**config.mk**
```make
export PLATFORM = sky130hd
export DESIGN_NAME = multitouch_slot_merger_core_flat
export DESIGN_NICKNAME = d
export VERILOG_FILES = /design/src/mtsm_pkg.sv /design/src/mtsm_in_if.sv /design/src/mtsm_out_if.sv /design/src/mtsm_cfg_if.sv /design/src/multitouch_slot_merger_core.sv /design/src/mtsm_arith.sv /design/src/flat_wrapper.sv
export SDC_FILE = /design/constraint.sdc
export NUM_CORES = 2
export LEC_CHECK = 0
export ABC_AREA = 1
export CAP_MARGIN = 5
export CORE_MARGIN = 10
export CORE_UTILIZATION = 35
export CTS_CLUSTER_DIAMETER = 100
export DETAILED_ROUTE_END_ITERATION = 8
export DONT_BUFFER_PORTS = 1
export PLACE_DENSITY = 0.49
export SKIP_CTS_REPAIR_TIMING = 1
export SLEW_MARGIN = 30
export SYNTH_ARGS = -nofsm -noshare
export SYNTH_HDL_FRONTEND = slang
export SYNTH_SLANG_ARGS = --single-unit
```
**constraint.sdc**
```tcl
create_clock -name clk -period 7.25 [get_ports clk]
set_input_delay 0.725 -clock clk [delete_from_list [all_inputs] [get_ports clk]]
set_output_delay 0.725 -clock clk [all_outputs]
set_load 0.02 [all_outputs]
```
**src/mtsm_pkg.sv**
```systemverilog
package mtsm_pkg;

  localparam logic [15:0] TYPE_SYN       = 16'd0;
  localparam logic [15:0] TYPE_ABS       = 16'd3;
  localparam logic [15:0] CODE_SYN_REPORT = 16'd0;
  localparam logic [15:0] CODE_SLOT      = 16'h002f;
  localparam logic [15:0] CODE_TRACK     = 16'h0039;
  localparam logic [15:0] CODE_PX        = 16'h0035;
  localparam logic [15:0] CODE_PY        = 16'h0036;

  localparam logic [19:0] PHYS_TRACK_BASE = 20'd114514;
  localparam logic [19:0] VIRT_TRACK_BASE = 20'd415411;

  localparam logic [1:0] KIND_PHYS  = 2'd0;
  localparam logic [1:0] KIND_DOWN  = 2'd1;
  localparam logic [1:0] KIND_MOVE  = 2'd2;
  localparam logic [1:0] KIND_UP    = 2'd3;

  localparam logic [1:0] REC_CONTACT = 2'd0;
  localparam logic [1:0] REC_FRAME   = 2'd1;
  localparam logic [1:0] REC_NOTICE  = 2'd2;

  localparam logic [2:0] CFG_ORIENT  = 3'd0;
  localparam logic [2:0] CFG_SCR_W   = 3'd1;
  localparam logic [2:0] CFG_SCR_H   = 3'd2;
  localparam logic [2:0] CFG_T2S     = 3'd3;
  localparam logic [2:0] CFG_S2T     = 3'd4;
  localparam logic [2:0] CFG_MON     = 3'd5;

  localparam logic OP_MUL = 1'b0;
  localparam logic OP_DIV = 1'b1;

  typedef struct packed {
    logic        start;
    logic        op;
    logic        neg;
    logic [17:0] mag;
    logic [15:0] factor;
  } arith_req_t;

  typedef struct packed {
    logic               done;
    logic signed [16:0] value;
  } arith_rsp_t;

endpackage

```
**src/mtsm_in_if.sv**
```systemverilog
interface mtsm_in_if;
  logic               valid;
  logic               ready;
  logic [1:0]         kind;
  logic [15:0]        ev_type;
  logic [15:0]        ev_code;
  logic signed [31:0] ev_value;
  logic [15:0]        virt_id;
  logic signed [16:0] pos_x;
  logic signed [16:0] pos_y;

  modport source (output valid, kind, ev_type, ev_code, ev_value, virt_id, pos_x, pos_y,
                  input ready);
  modport sink (input valid, kind, ev_type, ev_code, ev_value, virt_id, pos_x, pos_y,
                output ready);
endinterface

```
**src/mtsm_out_if.sv**
```systemverilog
interface mtsm_out_if;
  logic               valid;
  logic               ready;
  logic [1:0]         rec_kind;
  logic [19:0]        track_id;
  logic signed [16:0] out_x;
  logic signed [16:0] out_y;
  logic [3:0]         notice_slot;
  logic               notice_up;
  logic               last;

  modport source (output valid, rec_kind, track_id, out_x, out_y, notice_slot, notice_up,
                  last, input ready);
  modport sink (input valid, rec_kind, track_id, out_x, out_y, notice_slot, notice_up,
                last, output ready);
  modport monitor (input valid, ready, rec_kind, track_id, out_x, out_y, notice_slot,
                   notice_up, last);
endinterface

```
**src/mtsm_cfg_if.sv**
```systemverilog
interface mtsm_cfg_if;
  logic        valid;
  logic        ready;
  logic [2:0]  index;
  logic [15:0] data;

  modport source (output valid, index, data, input ready);
  modport sink (input valid, index, data, output ready);
endinterface

```
**src/multitouch_slot_merger_core.sv**
```systemverilog
// channel | dir | beat carries
// in_bus  | in  | kind, ev_type, ev_code, ev_value, virt_id, pos_x, pos_y
// out_bus | out | rec_kind, track_id, out_x, out_y, notice_slot, notice_up, last
// cfg_bus | in  | index, data (always ready)
// an item that causes no records leaves the block idle; a report or accepted virtual up walks all
// 2*SLOTS contact entries, one per cycle unless out_bus stalls, and then emits a frame end record.
// a virtual down or move first rotates, runs the shared unit as a divider twice and writes back;
// a notice on a down slot runs it as a multiplier twice.
// rst_n is synchronous, clears all contact state and sets the config registers to their defaults.
// a stalled out_bus holds the walk; in_bus is ready only while no item is in progress.
module multitouch_slot_merger_core #(
  parameter int SLOTS = 10
) (
  input  logic        clk,
  input  logic        rst_n,
  mtsm_in_if.sink     in_bus,
  mtsm_out_if.source  out_bus,
  mtsm_cfg_if.sink    cfg_bus
);

  localparam int ENTRIES = 2 * SLOTS;
  localparam int EW = $clog2(ENTRIES);
  localparam int SW = $clog2(SLOTS);
  localparam logic [EW-1:0] LAST_ENTRY = EW'(ENTRIES - 1);
  localparam logic [EW-1:0] VIRT_BASE  = EW'(SLOTS);

  localparam logic [3:0] S_IDLE = 4'd0;
  localparam logic [3:0] S_ROT  = 4'd1;
  localparam logic [3:0] S_GOX  = 4'd2;
  localparam logic [3:0] S_WX   = 4'd3;
  localparam logic [3:0] S_WY   = 4'd4;
  localparam logic [3:0] S_NOTE = 4'd5;
  localparam logic [3:0] S_VWR  = 4'd6;
  localparam logic [3:0] S_UPL  = 4'd7;
  localparam logic [3:0] S_FEND = 4'd8;

  logic [3:0] state_r, state_nxt;

  logic [1:0]  orient_r;
  logic [15:0] scr_w_r, scr_h_r, t2s_r, s2t_r;
  logic        mon_r;

  logic [SW-1:0]      cur_slot_r;
  logic [ENTRIES-1:0] down_r, used_r;
  logic signed [16:0] x_r [ENTRIES];
  logic signed [16:0] y_r [ENTRIES];
  logic [19:0]        track_r [ENTRIES];
  logic [15:0]        owner_r [SLOTS];

  logic [1:0]         kind_r;
  logic [15:0]        id_r;
  logic signed [16:0] px_r, py_r;
  logic               note_r, note_up_r;
  logic [SW-1:0]      vent_r;
  logic [EW-1:0]      idx_r;
  logic signed [17:0] rot_x_r, rot_y_r;
  logic signed [16:0] res_x_r, res_y_r;

  logic               out_valid_r;
  logic [1:0]         out_kind_r;
  logic [19:0]        out_track_r;
  logic signed [16:0] out_x_r, out_y_r;
  logic [3:0]         out_slot_r;
  logic               out_up_r, out_last_r;

  mtsm_pkg::arith_req_t req;
  mtsm_pkg::arith_rsp_t rsp;

  logic          accept, out_free, emit;
  logic          is_abs, is_report;
  logic          free_hit, own_hit, own_ok;
  logic [SW-1:0] free_idx, own_idx;
  logic [EW-1:0] own_ent, cur_ent, rd_addr, vent_ent;
  logic          slot_ok;

  logic signed [17:0] sx, sy, rx, ry;
  logic signed [18:0] w19, h19;

  function automatic logic signed [16:0] sat17(input logic signed [31:0] v);
    if (v > 32'sd65535)       return 17'sh0ffff;
    else if (v < -32'sd65536) return 17'sh10000;
    else                      return v[16:0];
  endfunction

  assign accept    = in_bus.valid && (state_r == S_IDLE);
  assign out_free  = !out_valid_r || out_bus.ready;
  assign in_bus.ready  = (state_r == S_IDLE);
  assign cfg_bus.ready = 1'b1;

  // a record is loaded into the output register this cycle
  assign emit = out_free && ((state_r == S_NOTE) || (state_r == S_FEND) ||
                             ((state_r == S_UPL) && down_r[idx_r]));

  assign is_abs    = (in_bus.kind == mtsm_pkg::KIND_PHYS) && (in_bus.ev_type == mtsm_pkg::TYPE_ABS);
  assign is_report = (in_bus.kind == mtsm_pkg::KIND_PHYS) && (in_bus.ev_type == mtsm_pkg::TYPE_SYN)
                     && (in_bus.ev_code == mtsm_pkg::CODE_SYN_REPORT);
  assign slot_ok   = !in_bus.ev_value[31] && (in_bus.ev_value[30:0] < 31'(SLOTS));
  assign cur_ent   = EW'(cur_slot_r);
  assign vent_ent  = VIRT_BASE + EW'(vent_r);
  assign rd_addr   = (state_r == S_UPL) ? idx_r : cur_ent;

  // first free virtual entry and first entry owned by the caller id
  always_comb begin
    free_hit = 1'b0;
    free_idx = '0;
    own_hit  = 1'b0;
    own_idx  = '0;
    for (int i = SLOTS - 1; i >= 0; i--) begin
      if (!used_r[SLOTS + i]) begin
        free_hit = 1'b1;
        free_idx = SW'(i);
      end
      if (owner_r[i] == in_bus.virt_id) begin
        own_hit = 1'b1;
        own_idx = SW'(i);
      end
    end
  end

  assign own_ent = VIRT_BASE + EW'(own_idx);
  assign own_ok  = own_hit && used_r[own_ent] && down_r[own_ent];

  // rotation: forward for notices, back for virtual positions
  always_comb begin
    sx  = note_r ? 18'(x_r[rd_addr]) : 18'(px_r);
    sy  = note_r ? 18'(y_r[rd_addr]) : 18'(py_r);
    w19 = $signed({3'b0, scr_w_r});
    h19 = $signed({3'b0, scr_h_r});
    rx  = sx;
    ry  = sy;
    case (orient_r)
      2'd1: begin
        ry = note_r ? 18'(h19 - 19'(sx)) : sx;
        rx = note_r ? sy : 18'(w19 - 19'(sy));
      end
      2'd2: begin
        rx = 18'(w19 - 19'(sx));
        ry = 18'(h19 - 19'(sy));
      end
      2'd3: begin
        ry = note_r ? sx : 18'(h19 - 19'(sx));
        rx = note_r ? 18'(w19 - 19'(sy)) : sy;
      end
      default: ;
    endcase
  end

  always_comb begin
    logic signed [17:0] opnd;
    opnd       = (state_r == S_GOX) ? rot_x_r : rot_y_r;
    req.start  = (state_r == S_GOX) || ((state_r == S_WX) && rsp.done);
    req.op     = note_r ? mtsm_pkg::OP_MUL : mtsm_pkg::OP_DIV;
    req.neg    = opnd[17];
    req.mag    = opnd[17] ? 18'(-opnd) : opnd;
    req.factor = note_r ? t2s_r : ((s2t_r == 16'd0) ? 16'd1 : s2t_r);
  end

  mtsm_arith u_arith (
    .clk   (clk),
    .rst_n (rst_n),
    .req   (req),
    .rsp   (rsp)
  );

  always_comb begin
    state_nxt = state_r;
    unique case (state_r)
      S_IDLE: begin
        if (accept) begin
          if (is_report) begin
            if (!mon_r)                state_nxt = S_UPL;
            else if (down_r[cur_ent])  state_nxt = S_ROT;
            else                       state_nxt = S_NOTE;
          end else if (in_bus.kind == mtsm_pkg::KIND_DOWN) begin
            if (free_hit) state_nxt = S_ROT;
          end else if (in_bus.kind == mtsm_pkg::KIND_MOVE) begin
            if (own_ok) state_nxt = S_ROT;
          end else if (in_bus.kind == mtsm_pkg::KIND_UP) begin
            if (own_ok) state_nxt = S_UPL;
          end
        end
      end
      S_ROT:  state_nxt = S_GOX;
      S_GOX:  state_nxt = S_WX;
      S_WX:   if (rsp.done) state_nxt = S_WY;
      S_WY:   if (rsp.done) state_nxt = note_r ? S_NOTE : S_VWR;
      S_NOTE: if (out_free) state_nxt = S_UPL;
      S_VWR:  state_nxt = S_UPL;
      S_UPL:  if ((!down_r[idx_r] || out_free) && idx_r == LAST_ENTRY) state_nxt = S_FEND;
      S_FEND: if (out_free) state_nxt = S_IDLE;
      default: state_nxt = S_IDLE;
    endcase
  end

  always_ff @(posedge clk) begin
    if (!rst_n) begin
      state_r     <= S_IDLE;
      orient_r    <= 2'd0;
      scr_w_r     <= 16'd1080;
      scr_h_r     <= 16'd2400;
      t2s_r       <= 16'd256;
      s2t_r       <= 16'd256;
      mon_r       <= 1'b0;
      cur_slot_r  <= '0;
      down_r      <= '0;
      used_r      <= '0;
      out_valid_r <= 1'b0;
      idx_r       <= '0;
      note_r      <= 1'b0;
      for (int i = 0; i < ENTRIES; i++) begin
        x_r[i]     <= '0;
        y_r[i]     <= '0;
        track_r[i] <= '0;
      end
      for (int i = 0; i < SLOTS; i++) begin
        owner_r[i] <= '0;
      end
    end else begin
      state_r <= state_nxt;

      if (cfg_bus.valid) begin
        unique case (cfg_bus.index)
          mtsm_pkg::CFG_ORIENT: orient_r <= cfg_bus.data[1:0];
          mtsm_pkg::CFG_SCR_W:  scr_w_r  <= cfg_bus.data;
          mtsm_pkg::CFG_SCR_H:  scr_h_r  <= cfg_bus.data;
          mtsm_pkg::CFG_T2S:    t2s_r    <= cfg_bus.data;
          mtsm_pkg::CFG_S2T:    s2t_r    <= cfg_bus.data;
          mtsm_pkg::CFG_MON:    mon_r    <= cfg_bus.data[0];
          default: ;
        endcase
      end

      if (emit)               out_valid_r <= 1'b1;
      else if (out_bus.ready) out_valid_r <= 1'b0;

      if (state_r != S_UPL) idx_r <= '0;

      unique case (state_r)
        S_IDLE: begin
          if (accept) begin
            kind_r <= in_bus.kind;
            id_r   <= in_bus.virt_id;
            px_r   <= in_bus.pos_x;
            py_r   <= in_bus.pos_y;
            if (is_abs) begin
              case (in_bus.ev_code)
                mtsm_pkg::CODE_SLOT: begin
                  if (slot_ok) begin
                    cur_slot_r <= in_bus.ev_value[SW-1:0];
                    track_r[EW'(in_bus.ev_value[SW-1:0])] <=
                      mtsm_pkg::PHYS_TRACK_BASE + 20'(in_bus.ev_value[SW-1:0]);
                  end else begin
                    cur_slot_r <= '0;
                  end
                end
                mtsm_pkg::CODE_TRACK: begin
                  if (in_bus.ev_value == -32'sd1) begin
                    down_r[cur_ent] <= 1'b0;
                    used_r[cur_ent] <= 1'b0;
                    x_r[cur_ent]    <= '0;
                    y_r[cur_ent]    <= '0;
                  end else begin
                    down_r[cur_ent] <= 1'b1;
                    used_r[cur_ent] <= 1'b1;
                  end
                end
                mtsm_pkg::CODE_PX: x_r[cur_ent] <= sat17(in_bus.ev_value);
                mtsm_pkg::CODE_PY: y_r[cur_ent] <= sat17(in_bus.ev_value);
                default: ;
              endcase
            end
            if (is_report) begin
              note_r    <= 1'b1;
              note_up_r <= !down_r[cur_ent];
            end else begin
              note_r <= 1'b0;
            end
            if (in_bus.kind == mtsm_pkg::KIND_DOWN) vent_r <= free_idx;
            else                                    vent_r <= own_idx;
            if (in_bus.kind == mtsm_pkg::KIND_UP && own_ok) begin
              down_r[own_ent]  <= 1'b0;
              used_r[own_ent]  <= 1'b0;
              owner_r[own_idx] <= '0;
            end
          end
        end
        S_ROT: begin
          rot_x_r <= rx;
          rot_y_r <= ry;
        end
        S_WX: if (rsp.done) res_x_r <= rsp.value;
        S_WY: if (rsp.done) res_y_r <= rsp.value;
        S_NOTE: begin
          if (out_free) begin
            out_kind_r  <= mtsm_pkg::REC_NOTICE;
            out_track_r <= '0;
            out_x_r     <= note_up_r ? 17'sd0 : res_x_r;
            out_y_r     <= note_up_r ? 17'sd0 : res_y_r;
            out_slot_r  <= 4'(cur_slot_r);
            out_up_r    <= note_up_r;
            out_last_r  <= 1'b0;
          end
        end
        S_VWR: begin
          x_r[vent_ent] <= res_x_r;
          y_r[vent_ent] <= res_y_r;
          if (kind_r == mtsm_pkg::KIND_DOWN) begin
            down_r[vent_ent]  <= 1'b1;
            used_r[vent_ent]  <= 1'b1;
            owner_r[vent_r]   <= id_r;
            track_r[vent_ent] <= mtsm_pkg::VIRT_TRACK_BASE + 20'(id_r);
          end
        end
        S_UPL: begin
          if (!down_r[idx_r] || out_free) begin
            if (idx_r != LAST_ENTRY) idx_r <= idx_r + EW'(1);
          end
          if (down_r[idx_r] && out_free) begin
            out_kind_r  <= mtsm_pkg::REC_CONTACT;
            out_track_r <= track_r[rd_addr];
            out_x_r     <= x_r[rd_addr];
            out_y_r     <= y_r[rd_addr];
            out_slot_r  <= '0;
            out_up_r    <= 1'b0;
            out_last_r  <= 1'b0;
          end
        end
        S_FEND: begin
          if (out_free) begin
            out_kind_r  <= mtsm_pkg::REC_FRAME;
            out_track_r <= '0;
            out_x_r     <= '0;
            out_y_r     <= '0;
            out_slot_r  <= '0;
            out_up_r    <= 1'b0;
            out_last_r  <= 1'b1;
          end
        end
        default: ;
      endcase
    end
  end

  assign out_bus.valid       = out_valid_r;
  assign out_bus.rec_kind    = out_kind_r;
  assign out_bus.track_id    = out_track_r;
  assign out_bus.out_x       = out_x_r;
  assign out_bus.out_y       = out_y_r;
  assign out_bus.notice_slot = out_slot_r;
  assign out_bus.notice_up   = out_up_r;
  assign out_bus.last        = out_last_r;

endmodule

```
**src/mtsm_arith.sv**
```systemverilog
module mtsm_arith (
  input  logic                   clk,
  input  logic                   rst_n,
  input  mtsm_pkg::arith_req_t   req,
  output mtsm_pkg::arith_rsp_t   rsp
);

  logic        busy_r;
  logic        done_r;
  logic        op_r;
  logic        neg_r;
  logic [4:0]  cnt_r;
  logic [15:0] b_r;
  logic [25:0] a_r;
  logic [33:0] acc_r;

  logic [16:0] rem_sh;
  logic        ge;
  logic [25:0] q;

  assign rem_sh = {acc_r[15:0], a_r[25]};
  assign ge     = rem_sh >= {1'b0, b_r};

  always_ff @(posedge clk) begin
    if (!rst_n) begin
      busy_r <= 1'b0;
      done_r <= 1'b0;
    end else begin
      done_r <= !req.start && busy_r && (cnt_r == 5'd1);
      if (req.start) begin
        busy_r <= 1'b1;
        op_r   <= req.op;
        neg_r  <= req.neg;
        b_r    <= req.factor;
        a_r    <= {req.mag, 8'b0};
        acc_r  <= '0;
        cnt_r  <= (req.op == mtsm_pkg::OP_DIV) ? 5'd26 : 5'd18;
      end else if (busy_r) begin
        if (op_r == mtsm_pkg::OP_DIV) begin
          // restoring division, one quotient bit per cycle
          acc_r <= {17'b0, ge ? (rem_sh - {1'b0, b_r}) : rem_sh};
          a_r   <= {a_r[24:0], ge};
        end else begin
          // shift-add from the top multiplier bit
          acc_r <= {acc_r[32:0], 1'b0} + (a_r[25] ? {18'b0, b_r} : 34'b0);
          a_r   <= {a_r[24:0], 1'b0};
        end
        cnt_r <= cnt_r - 5'd1;
        if (cnt_r == 5'd1) begin
          busy_r <= 1'b0;
        end
      end
    end
  end

  // magnitude truncation equals truncation toward zero
  assign q = (op_r == mtsm_pkg::OP_DIV) ? a_r : acc_r[33:8];

  always_comb begin
    rsp.done = done_r;
    if (neg_r) begin
      if (q > 26'd65536) rsp.value = 17'sh10000;
      else               rsp.value = $signed(~q[16:0] + 17'd1);
    end else begin
      if (q > 26'd65535) rsp.value = 17'sh0ffff;
      else               rsp.value = $signed(q[16:0]);
    end
  end

endmodule

```
**src/flat_wrapper.sv**
```systemverilog
// flat-port wrapper written by rule: the top's interface ports become plain ports
module multitouch_slot_merger_core_flat 
#(
  parameter int SLOTS = 10
)
  (clk, rst_n, in_bus_valid, in_bus_kind, in_bus_ev_type, in_bus_ev_code, in_bus_ev_value, in_bus_virt_id, in_bus_pos_x, in_bus_pos_y, in_bus_ready, out_bus_valid, out_bus_rec_kind, out_bus_track_id, out_bus_out_x, out_bus_out_y, out_bus_notice_slot, out_bus_notice_up, out_bus_last, out_bus_ready, cfg_bus_valid, cfg_bus_index, cfg_bus_data, cfg_bus_ready);
  mtsm_in_if in_bus_i ();
  mtsm_out_if out_bus_i ();
  mtsm_cfg_if cfg_bus_i ();
  input  logic clk;
  input  logic rst_n;
  input wire logic [$bits(in_bus_i.valid)-1:0] in_bus_valid;
  input wire logic [$bits(in_bus_i.kind)-1:0] in_bus_kind;
  input wire logic [$bits(in_bus_i.ev_type)-1:0] in_bus_ev_type;
  input wire logic [$bits(in_bus_i.ev_code)-1:0] in_bus_ev_code;
  input wire logic [$bits(in_bus_i.ev_value)-1:0] in_bus_ev_value;
  input wire logic [$bits(in_bus_i.virt_id)-1:0] in_bus_virt_id;
  input wire logic [$bits(in_bus_i.pos_x)-1:0] in_bus_pos_x;
  input wire logic [$bits(in_bus_i.pos_y)-1:0] in_bus_pos_y;
  output wire logic [$bits(in_bus_i.ready)-1:0] in_bus_ready;
  output wire logic [$bits(out_bus_i.valid)-1:0] out_bus_valid;
  output wire logic [$bits(out_bus_i.rec_kind)-1:0] out_bus_rec_kind;
  output wire logic [$bits(out_bus_i.track_id)-1:0] out_bus_track_id;
  output wire logic [$bits(out_bus_i.out_x)-1:0] out_bus_out_x;
  output wire logic [$bits(out_bus_i.out_y)-1:0] out_bus_out_y;
  output wire logic [$bits(out_bus_i.notice_slot)-1:0] out_bus_notice_slot;
  output wire logic [$bits(out_bus_i.notice_up)-1:0] out_bus_notice_up;
  output wire logic [$bits(out_bus_i.last)-1:0] out_bus_last;
  input wire logic [$bits(out_bus_i.ready)-1:0] out_bus_ready;
  input wire logic [$bits(cfg_bus_i.valid)-1:0] cfg_bus_valid;
  input wire logic [$bits(cfg_bus_i.index)-1:0] cfg_bus_index;
  input wire logic [$bits(cfg_bus_i.data)-1:0] cfg_bus_data;
  output wire logic [$bits(cfg_bus_i.ready)-1:0] cfg_bus_ready;
  assign in_bus_i.valid = in_bus_valid;
  assign in_bus_i.kind = in_bus_kind;
  assign in_bus_i.ev_type = in_bus_ev_type;
  assign in_bus_i.ev_code = in_bus_ev_code;
  assign in_bus_i.ev_value = in_bus_ev_value;
  assign in_bus_i.virt_id = in_bus_virt_id;
  assign in_bus_i.pos_x = in_bus_pos_x;
  assign in_bus_i.pos_y = in_bus_pos_y;
  assign in_bus_ready = in_bus_i.ready;
  assign out_bus_valid = out_bus_i.valid;
  assign out_bus_rec_kind = out_bus_i.rec_kind;
  assign out_bus_track_id = out_bus_i.track_id;
  assign out_bus_out_x = out_bus_i.out_x;
  assign out_bus_out_y = out_bus_i.out_y;
  assign out_bus_notice_slot = out_bus_i.notice_slot;
  assign out_bus_notice_up = out_bus_i.notice_up;
  assign out_bus_last = out_bus_i.last;
  assign out_bus_i.ready = out_bus_ready;
  assign cfg_bus_i.valid = cfg_bus_valid;
  assign cfg_bus_i.index = cfg_bus_index;
  assign cfg_bus_i.data = cfg_bus_data;
  assign cfg_bus_ready = cfg_bus_i.ready;
  multitouch_slot_merger_core #(.SLOTS(SLOTS)) u_core (.clk(clk), .rst_n(rst_n), .in_bus(in_bus_i), .out_bus(out_bus_i), .cfg_bus(cfg_bus_i));
endmodule
```
; Word level (Yosys, flattened, before mapping)
; Memory sizes are Yosys's and may differ from the RTL's.
; Index checks and enable logic that the tools add are counted.
[classes]
magnitude_cmp = 13
n_eq_ne = 52
reduce_logical = 67
bitwise = 13
addsub = 14
n_mux = 233
[op_table]
columns = op, n
row1 = 17-bit 2-to-1 mux, 29
row2 = 20-bit 2-to-1 mux, 22
row3 = 4-bit 2-to-1 mux, 41
row4 = 16-bit equality test, 10
row5 = 18-bit 2-to-1 mux, 8
row6 = 20-bit one-hot mux with 2 select lines, 3
row7 = 18-bit one-hot mux with 3 select lines, 2
row8 = 17-bit one-hot mux with 3 select lines, 2
row9 = 1-bit 2-to-1 mux, 86
row10 = 20-bit bitwise AND, 4
row11 = 16-bit 2-to-1 mux, 5
row12 = 26-bit 2-to-1 mux, 3
row13 = 17-bit by 18-bit subtractor with 18-bit output, 4
row14 = 34-bit 2-to-1 mux, 2
row15 = 17-bit OR reduction, 4
row16 = 5-bit 2-to-1 mux, 13
row17 = 16-bit by 6-bit equality test with 1-bit output (second input constant), 4
row18 = 16-bit logical NOT, 3
row19 = 20-bit by 16-bit bitwise OR with 20-bit output, 2
row20 = 20-bit bitwise OR, 2
row21 = 20-bit OR reduction, 2
row22 = 4-bit one-hot mux with 9 select lines, 1
row23 = 34-bit by 16-bit adder with 34-bit output, 1
row24 = 32-bit by 1-bit equality test with 1-bit output (second input constant), 1
row25 = 65 further kinds, 138
[totals]
mem_count = 4
ram_bits = 1240
elab_cells = 435
ff_bits = 396
input_bits = 140
out_inout_bits = 65
[memory_table]
columns = name, depth, width, rd, rd_clocked_by_memory_dff, write_ports, line
row1 = u_core.track_r, 20, 20, 1, 0, 20, multitouch_slot_merger_core.sv:47  ; logic [19:0] track_r [ENTRIES];
row2 = u_core.x_r, 20, 17, 1, 0, 20, multitouch_slot_merger_core.sv:45  ; logic signed [16:0] x_r [ENTRIES];
row3 = u_core.y_r, 20, 17, 1, 0, 20, multitouch_slot_merger_core.sv:46  ; logic signed [16:0] y_r [ENTRIES];
row4 = u_core.owner_r, 10, 16, 10, 0, 10, multitouch_slot_merger_core.sv:48  ; logic [15:0] owner_r [SLOTS];

; Longest topological paths before layout
; An unclocked memory read counts as a cell.
[logic_depth]
depth_word = 26
depth_mapped = 42

; Modules after synthesis
; A second synthesis with hierarchy kept.
[hier_totals]
hier_cells = 10427
area_unflattened_um2 = 104489.0
[by_module_without_submodules]
columns = module, cells_per_inst, seq_area_each_um2, instances, area_per_inst_um2
row1 = multitouch_slot_merger_core, 9382, 62830.3, 1, 97344.6
row2 = mtsm_arith, 1045, 2532.4, 1, 7144.4

; Worst setup path after synthesis
; OpenSTA, ideal clock, no wires.
[synth_timing]
kind = register to register
start = reg u_core.state_r[1]
end = reg u_core.u_arith.a_r[0] (enable)
setup_slack_ps = 613
path_stages_with_launch = 10
arrival_time_ps = 6059
period_less_slack_ps = 6637
required_ps = 6672
path_cell_list = dfxtp_1 inv_1 nor2_1 nand2_1 clkbuf_1 clkbuf_1 nand2_1 inv_1 clkbuf_1 o21ai_0
[synth_via]
elab_chain_len = 5
[synth_rtl]
columns = element, line
row1 = start: declaration, multitouch_slot_merger_core.sv:37  ; logic [3:0] state_r, state_nxt;
row2 = start signal: assignment, multitouch_slot_merger_core.sv:219  ; state_r <= state_nxt;
row3 = 4-bit by 2-bit equality test with 1-bit output, multitouch_slot_merger_core.sv:151  ; req.start = (state_r == S_GOX) || ((state_r == S_WX) && rsp.done);
row4 = 1-bit logical AND, multitouch_slot_merger_core.sv:151
row5 = 1-bit logical OR (*), multitouch_slot_merger_core.sv:151
row6 = 2-bit nonzero test (no source line) (*), -
row7 = 2-bit AND reduction (no source line) (*), -
row8 = end signal: assignment, mtsm_arith.sv:35  ; a_r <= {req.mag, 8'b0};
row9 = end signal: assignment, mtsm_arith.sv:42  ; a_r <= {a_r[24:0], ge};
row10 = end signal: assignment, mtsm_arith.sv:46  ; a_r <= {a_r[24:0], 1'b0};
row11 = end: declaration, mtsm_arith.sv:14  ; logic [25:0] a_r;
; Mark *: on every way between the ends. The rest lies on a longest branch, timed or not.
; A chain may end at the register's enable or synchronous reset.

; Final worst setup path
[layout_timing]
start = reg u_core.state_r[2]
end = reg u_core.rot_x_r[16], data pin
[layout_via]
elab_chain_len = 7
[layout_rtl]
columns = element, line
row1 = 4-bit by 3-bit equality test with 1-bit output (*), multitouch_slot_merger_core.sv:100  ; assign rd_addr = (state_r == S_UPL) ? idx_r : cur_ent;
row2 = 5-bit 2-to-1 mux (*), multitouch_slot_merger_core.sv:100
row3 = memory 20 x 17 bit, -
row4 = 18-bit 2-to-1 mux, multitouch_slot_merger_core.sv:126  ; sy = note_r ? 18'(y_r[rd_addr]) : 18'(py_r);
row5 = 17-bit by 18-bit subtractor with 18-bit output, "multitouch_slot_merger_core.sv:134, multitouch_slot_merger_core.sv:142"
row6 = 18-bit 2-to-1 mux (on tied branches), "multitouch_slot_merger_core.sv:142, multitouch_slot_merger_core.sv:134"
row7 = 18-bit one-hot mux with 3 select lines (*), multitouch_slot_merger_core.sv:131  ; case (orient_r)
row8 = via u_core.rx[16], multitouch_slot_merger_core.sv:76  ; logic signed [17:0] sx, sy, rx, ry;
row9 = end signal: assignment, multitouch_slot_merger_core.sv:288  ; rot_x_r <= rx;
row10 = end: declaration, multitouch_slot_merger_core.sv:56  ; logic signed [17:0] rot_x_r, rot_y_r;
; Mark *: on every way through the listed nets, which the timed path passes. The rest lies on a longest branch.

==> run_summary.xml <==
<?xml version="1.0" encoding="UTF-8"?>
<metrics>
  <group name="outcome">
    <metric name="outcome" unit="">complete, but fails checks</metric>
    <metric name="failed_checks" unit="">negative hold slack</metric>
  </group>
  <group name="grt">
    <metric name="grt_start_max_net_pins" unit="">217</metric>
    <metric name="grt_first_pass_wirelength" unit="um">527000</metric>
    <metric name="gr-usage-all-layers" unit="%">22.0</metric>
    <metric name="met3_usage" unit="%">3.13</metric>
    <metric name="met1_usage" unit="%">29.7</metric>
    <metric name="met2_usage" unit="%">35.9</metric>
    <metric name="first_global_vias" unit="">75398</metric>
    <metric name="antenna_found_initial" unit="">22</metric>
    <metric name="most_crowded_layer_after_global_routing" unit="">met2</metric>
    <metric name="gr-total-overflow" unit="">0</metric>
  </group>
  <group name="worst_setup_path">
    <metric name="source_of_the_worst_register_to_register_timing_path" unit="">u_core.state_r[2]</metric>
    <metric name="worst_setup_path_end_kind" unit="">flop</metric>
    <metric name="setup.worst_path.class" unit="">flop to flop</metric>
    <metric name="start_kind" unit="">flop</metric>
    <metric name="timing.critical_path.from" unit="">u_core.state_r[2]</metric>
    <metric name="cp.required" unit="ps">7920</metric>
    <metric name="cp.arrival" unit="ps">7080</metric>
    <metric name="critical_path.max_stage_delay" unit="ps">470</metric>
    <metric name="crit_slowest_cell" unit="">sky130_fd_sc_hd__buf_4</metric>
    <metric name="timing.critical_path.mode_cell" unit="">sky130_fd_sc_hd__nand2_1</metric>
    <metric name="crit_path_max_fo" unit="">78</metric>
  </group>
  <group name="timing">
    <metric name="final_tns_setup" unit="ps">0</metric>
    <metric name="hold_slack" unit="ps">-6.53</metric>
    <metric name="fin_crit" unit="ps">6410</metric>
    <metric name="finalHoldViolations" unit="">1</metric>
    <metric name="timing.clock.skew" unit="ps">85.1</metric>
    <metric name="slew_viol_final" unit="">0</metric>
    <metric name="slew_headroom" unit="%">26.4</metric>
    <metric name="timing_worst_slew_pin_value" unit="ps">1100</metric>
    <metric name="final_critical_path_setup_slack" unit="ps">838</metric>
    <metric name="final_worst_path_period_share" unit="%">88.4</metric>
    <metric name="unrepaired_setup_endpoints_after_global_routing" unit="">false</metric>
    <metric name="achievable-frequency" unit="MHz">156</metric>
    <metric name="finalSetupViolations" unit="">0</metric>
  </group>
  <group name="route">
    <metric name="ant_nets" unit="">0</metric>
    <metric name="wirelength" unit="um">367000</metric>
    <metric name="detail_route.drc_violations" unit="">0</metric>
    <metric name="dr_total_vias" unit="">78685</metric>
    <metric name="routed_via_density" unit="">5.58</metric>
    <metric name="detailedRoute.firstPassIterationCount" unit="">5</metric>
    <metric name="drt-wirelength-per-cell" unit="um">26.0</metric>
    <metric name="drt_iter0_markers" unit="">8369</metric>
  </group>
  <group name="power">
    <metric name="power.density" unit="nW/um^2">257</metric>
    <metric name="post-layout-total-power" unit="W">0.0299</metric>
    <metric name="max-vdd-ir-drop" unit="uV">242</metric>
    <metric name="total_leakage_power" unit="nW">41.9</metric>
  </group>
  <group name="clock_network">
    <metric name="cts-root-to-sink-buffers" unit="">4</metric>
    <metric name="sinks_on_clock_net" unit="">2218</metric>
    <metric name="cts_tree" unit="">built</metric>
    <metric name="ctsRootBufferMaster" unit="">sky130_fd_sc_hd__clkbuf_16</metric>
    <metric name="cts_clock_pin_slew_for_the_worst_setup_and_hold_paths" unit="ps">70</metric>
    <metric name="cts-buffers-inserted" unit="">241</metric>
    <metric name="clk-insertion-delay-late" unit="ps">940</metric>
    <metric name="cts.htree.levels" unit="">4</metric>
  </group>
  <group name="floorplanning">
    <metric name="core_area" unit="um^2">294000</metric>
    <metric name="die_h" unit="um">563</metric>
    <metric name="die_area" unit="um^2">317000</metric>
    <metric name="fp-row-count" unit="">199</metric>
    <metric name="boundaryPins" unit="">205</metric>
    <metric name="initial_utilization" unit="%">35.1</metric>
    <metric name="dieWidth" unit="um">563</metric>
  </group>
  <group name="cells_and_area">
    <metric name="stdcell_count" unit="">14089</metric>
    <metric name="final_net_count" unit="">10229</metric>
    <metric name="postLayoutCoreUtil" unit="%">39.6</metric>
    <metric name="final_layout_size_suffix_gt1_share" unit="%">8.20</metric>
    <metric name="layout.cells.most_common" unit="">sky130_fd_sc_hd__nor2_1</metric>
    <metric name="flow.area_growth_from_synthesis" unit="%">12.7</metric>
    <metric name="layout.filler_cells" unit="">28365</metric>
    <metric name="layout.cells.most_common_list" unit="">sky130_fd_sc_hd__nor2_1 (2460), sky130_fd_sc_hd__edfxtp_1 (2094), sky130_fd_sc_hd__o21ai_0 (1240)</metric>
  </group>
  <group name="synth">
    <metric name="synth_ff_type" unit="">sky130_fd_sc_hd__edfxtp_1</metric>
    <metric name="synth_cells" unit="">10068</metric>
    <metric name="number_of_flip_flops_and_latches_in_the_synthesized_netlist" unit="">2218</metric>
    <metric name="synth-seq-area-share" unit="%">63.4</metric>
    <metric name="post_synth.cell_area_avg" unit="um^2">10.2</metric>
    <metric name="synth_area" unit="um^2">103000</metric>
    <metric name="netlist-cell-type-count" unit="">67</metric>
    <metric name="synthesis.yosys.warnings" unit="">0</metric>
    <metric name="synth_fp_nets" unit="">10325</metric>
    <metric name="number_of_synthesized_flops_with_an_enable_pin" unit="">2094</metric>
    <metric name="proportion_of_synthesized_flip_flops_having_asynchronous_set_or_reset" unit="%">0</metric>
  </group>
  <group name="placed_design">
    <metric name="post-place-ws" unit="ps">914</metric>
    <metric name="placed_cells" unit="">13575</metric>
    <metric name="post-dp-hpwl" unit="um">237000</metric>
    <metric name="port_buffers" unit="">0</metric>
    <metric name="gp_congestion" unit="">0.933</metric>
  </group>
  <group name="min_path">
    <metric name="hold_path.startpoint" unit="">cfg_bus_data[4]</metric>
    <metric name="timing.hold.worst.class" unit="">input pin to flop</metric>
  </group>
  <group name="job">
    <metric name="drv.max_cap_violation_count" unit="">0</metric>
  </group>
</metrics>
[area by class of cell]
cell class | count | area (um^2) | area share (%)
flip-flops and latches | 2218 | 65400 | 56.2
multi-input cells | 6577 | 33300 | 28.6
clock buffers | 302 | 6410 | 5.51
well taps | 3919 | 4900 | 4.22
repair buffers | 342 | 2980 | 2.56
inverters | 592 | 2250 | 1.94
clock inverters | 131 | 1040 | 0.893
diodes | 8 | 20.0 | 0.0172
[stage by stage]
stage               hold WS, ps  area [um^2]
floorplan                   429       103000
global placement            449       108000
detailed placement          452       108000
CTS                        -180       115000
global route               5.52       116000
finish                    -6.53       116000
[sequential cells by signal (all words and copies together), names as in the netlist, 17 cells and up]
| register | flops |
|---|---|
| u_core.track_r | 576 |
| u_core.x_r | 544 |
| u_core.y_r | 544 |
| u_core.owner_r | 160 |
| u_core.u_arith.acc_r | 34 |
| u_core.u_arith.a_r | 26 |
| u_core.down_r | 20 |
| u_core.used_r | 20 |
| u_core.out_bus.track_id | 18 |
| u_core.rot_x_r | 18 |
| u_core.rot_y_r | 18 |
| u_core.out_bus.out_x | 17 |
| u_core.out_bus.out_y | 17 |
| u_core.px_r | 17 |
| u_core.py_r | 17 |
| u_core.res_x_r | 17 |
| u_core.res_y_r | 17 |
[cell families (layout without fill, tap and decap cells)]
logic type	count (synthesis)	in the layout	synth area share (%)
XOR/XNOR	185	185	1.57
adder cells (fa/ha/maj)	117	117	1.46
multiplexers	6	6	0.0582
flip-flops	2218	2218	63.4
AND/OR/NAND/NOR	4022	4022	15.7
buffers and inverters	1273	1367	4.88
AO/OA/AOI/OAI	2245	2245	13.0
other	2	10	0.00728
[layer usage]
layer | vias up | share of wire (%)
met5 | - | 0.021
met2 | 3304 | 47
met3 | 612 | 7.1
li1 | 35324 | -
met4 | 12 | 4.2
met1 | 39433 | 42
[power breakdown]
group | switching (W) | leakage (nW) | internal, W
logic | 0.00209 | 16.0 | 0.000935
clock network | 0.00526 | 3.65 | 0.00665
registers | 0.000361 | 22.2 | 0.0146
total | 0.00771 | 41.9 | 0.0222
[worst max-delay path: cells and delay by family, from the launching register on]
family,cells,cell delay (ps)
and+or+nand+nor,15,1860
adders and majority gates,2,610
buffers and inverters,6,1480
DFF,1,330
xor gates and xnor gates,1,200
AOI/OAI and AO/OA,11,1650
[synthesized netlist by cell type, drive strengths merged, types with 6 or more instances]
| library cell | n | area, um^2 |
|---|---|---|
| o22ai | 135 | 845 |
| o211ai | 115 | 863 |
| nor2 | 2522 | 9550 |
| o21a | 9 | 67.6 |
| o31ai | 6 | 45.0 |
| nor3 | 66 | 335 |
| a221oi | 10 | 87.6 |
| nand2 | 924 | 3540 |
| inv | 564 | 2120 |
| o2111ai | 20 | 175 |
| o221ai | 319 | 2790 |
| a22oi | 34 | 255 |
| clkbuf | 557 | 2090 |
| o21ai | 1259 | 6300 |
| nor4 | 29 | 194 |
| xnor2 | 120 | 1050 |
| o21bai | 27 | 203 |
| a31oi | 59 | 369 |
| or2 | 48 | 300 |
| mux2i | 6 | 60.1 |
| xor2 | 65 | 569 |
| nand3 | 357 | 1790 |
| dfxtp | 124 | 2480 |
| edfxtp | 2094 | 62900 |
| fa | 6 | 120 |
| a21oi | 225 | 1130 |
| nand4 | 62 | 388 |
| buf | 124 | 711 |
| ha | 111 | 1390 |
| clkinv | 28 | 105 |
[path summary, 6_finish.rpt]
kind	end	slack (ps)	cells after the start
worst max register to register	u_core.rot_x_r[16]	840	35
worst max-delay path	u_core.rot_x_r[16]	840	35
worst min register to register	u_core.down_r[17]	460	1
worst min-delay path	u_core.s2t_r[4]	-7	2
(Power assumes the default switching activity.)
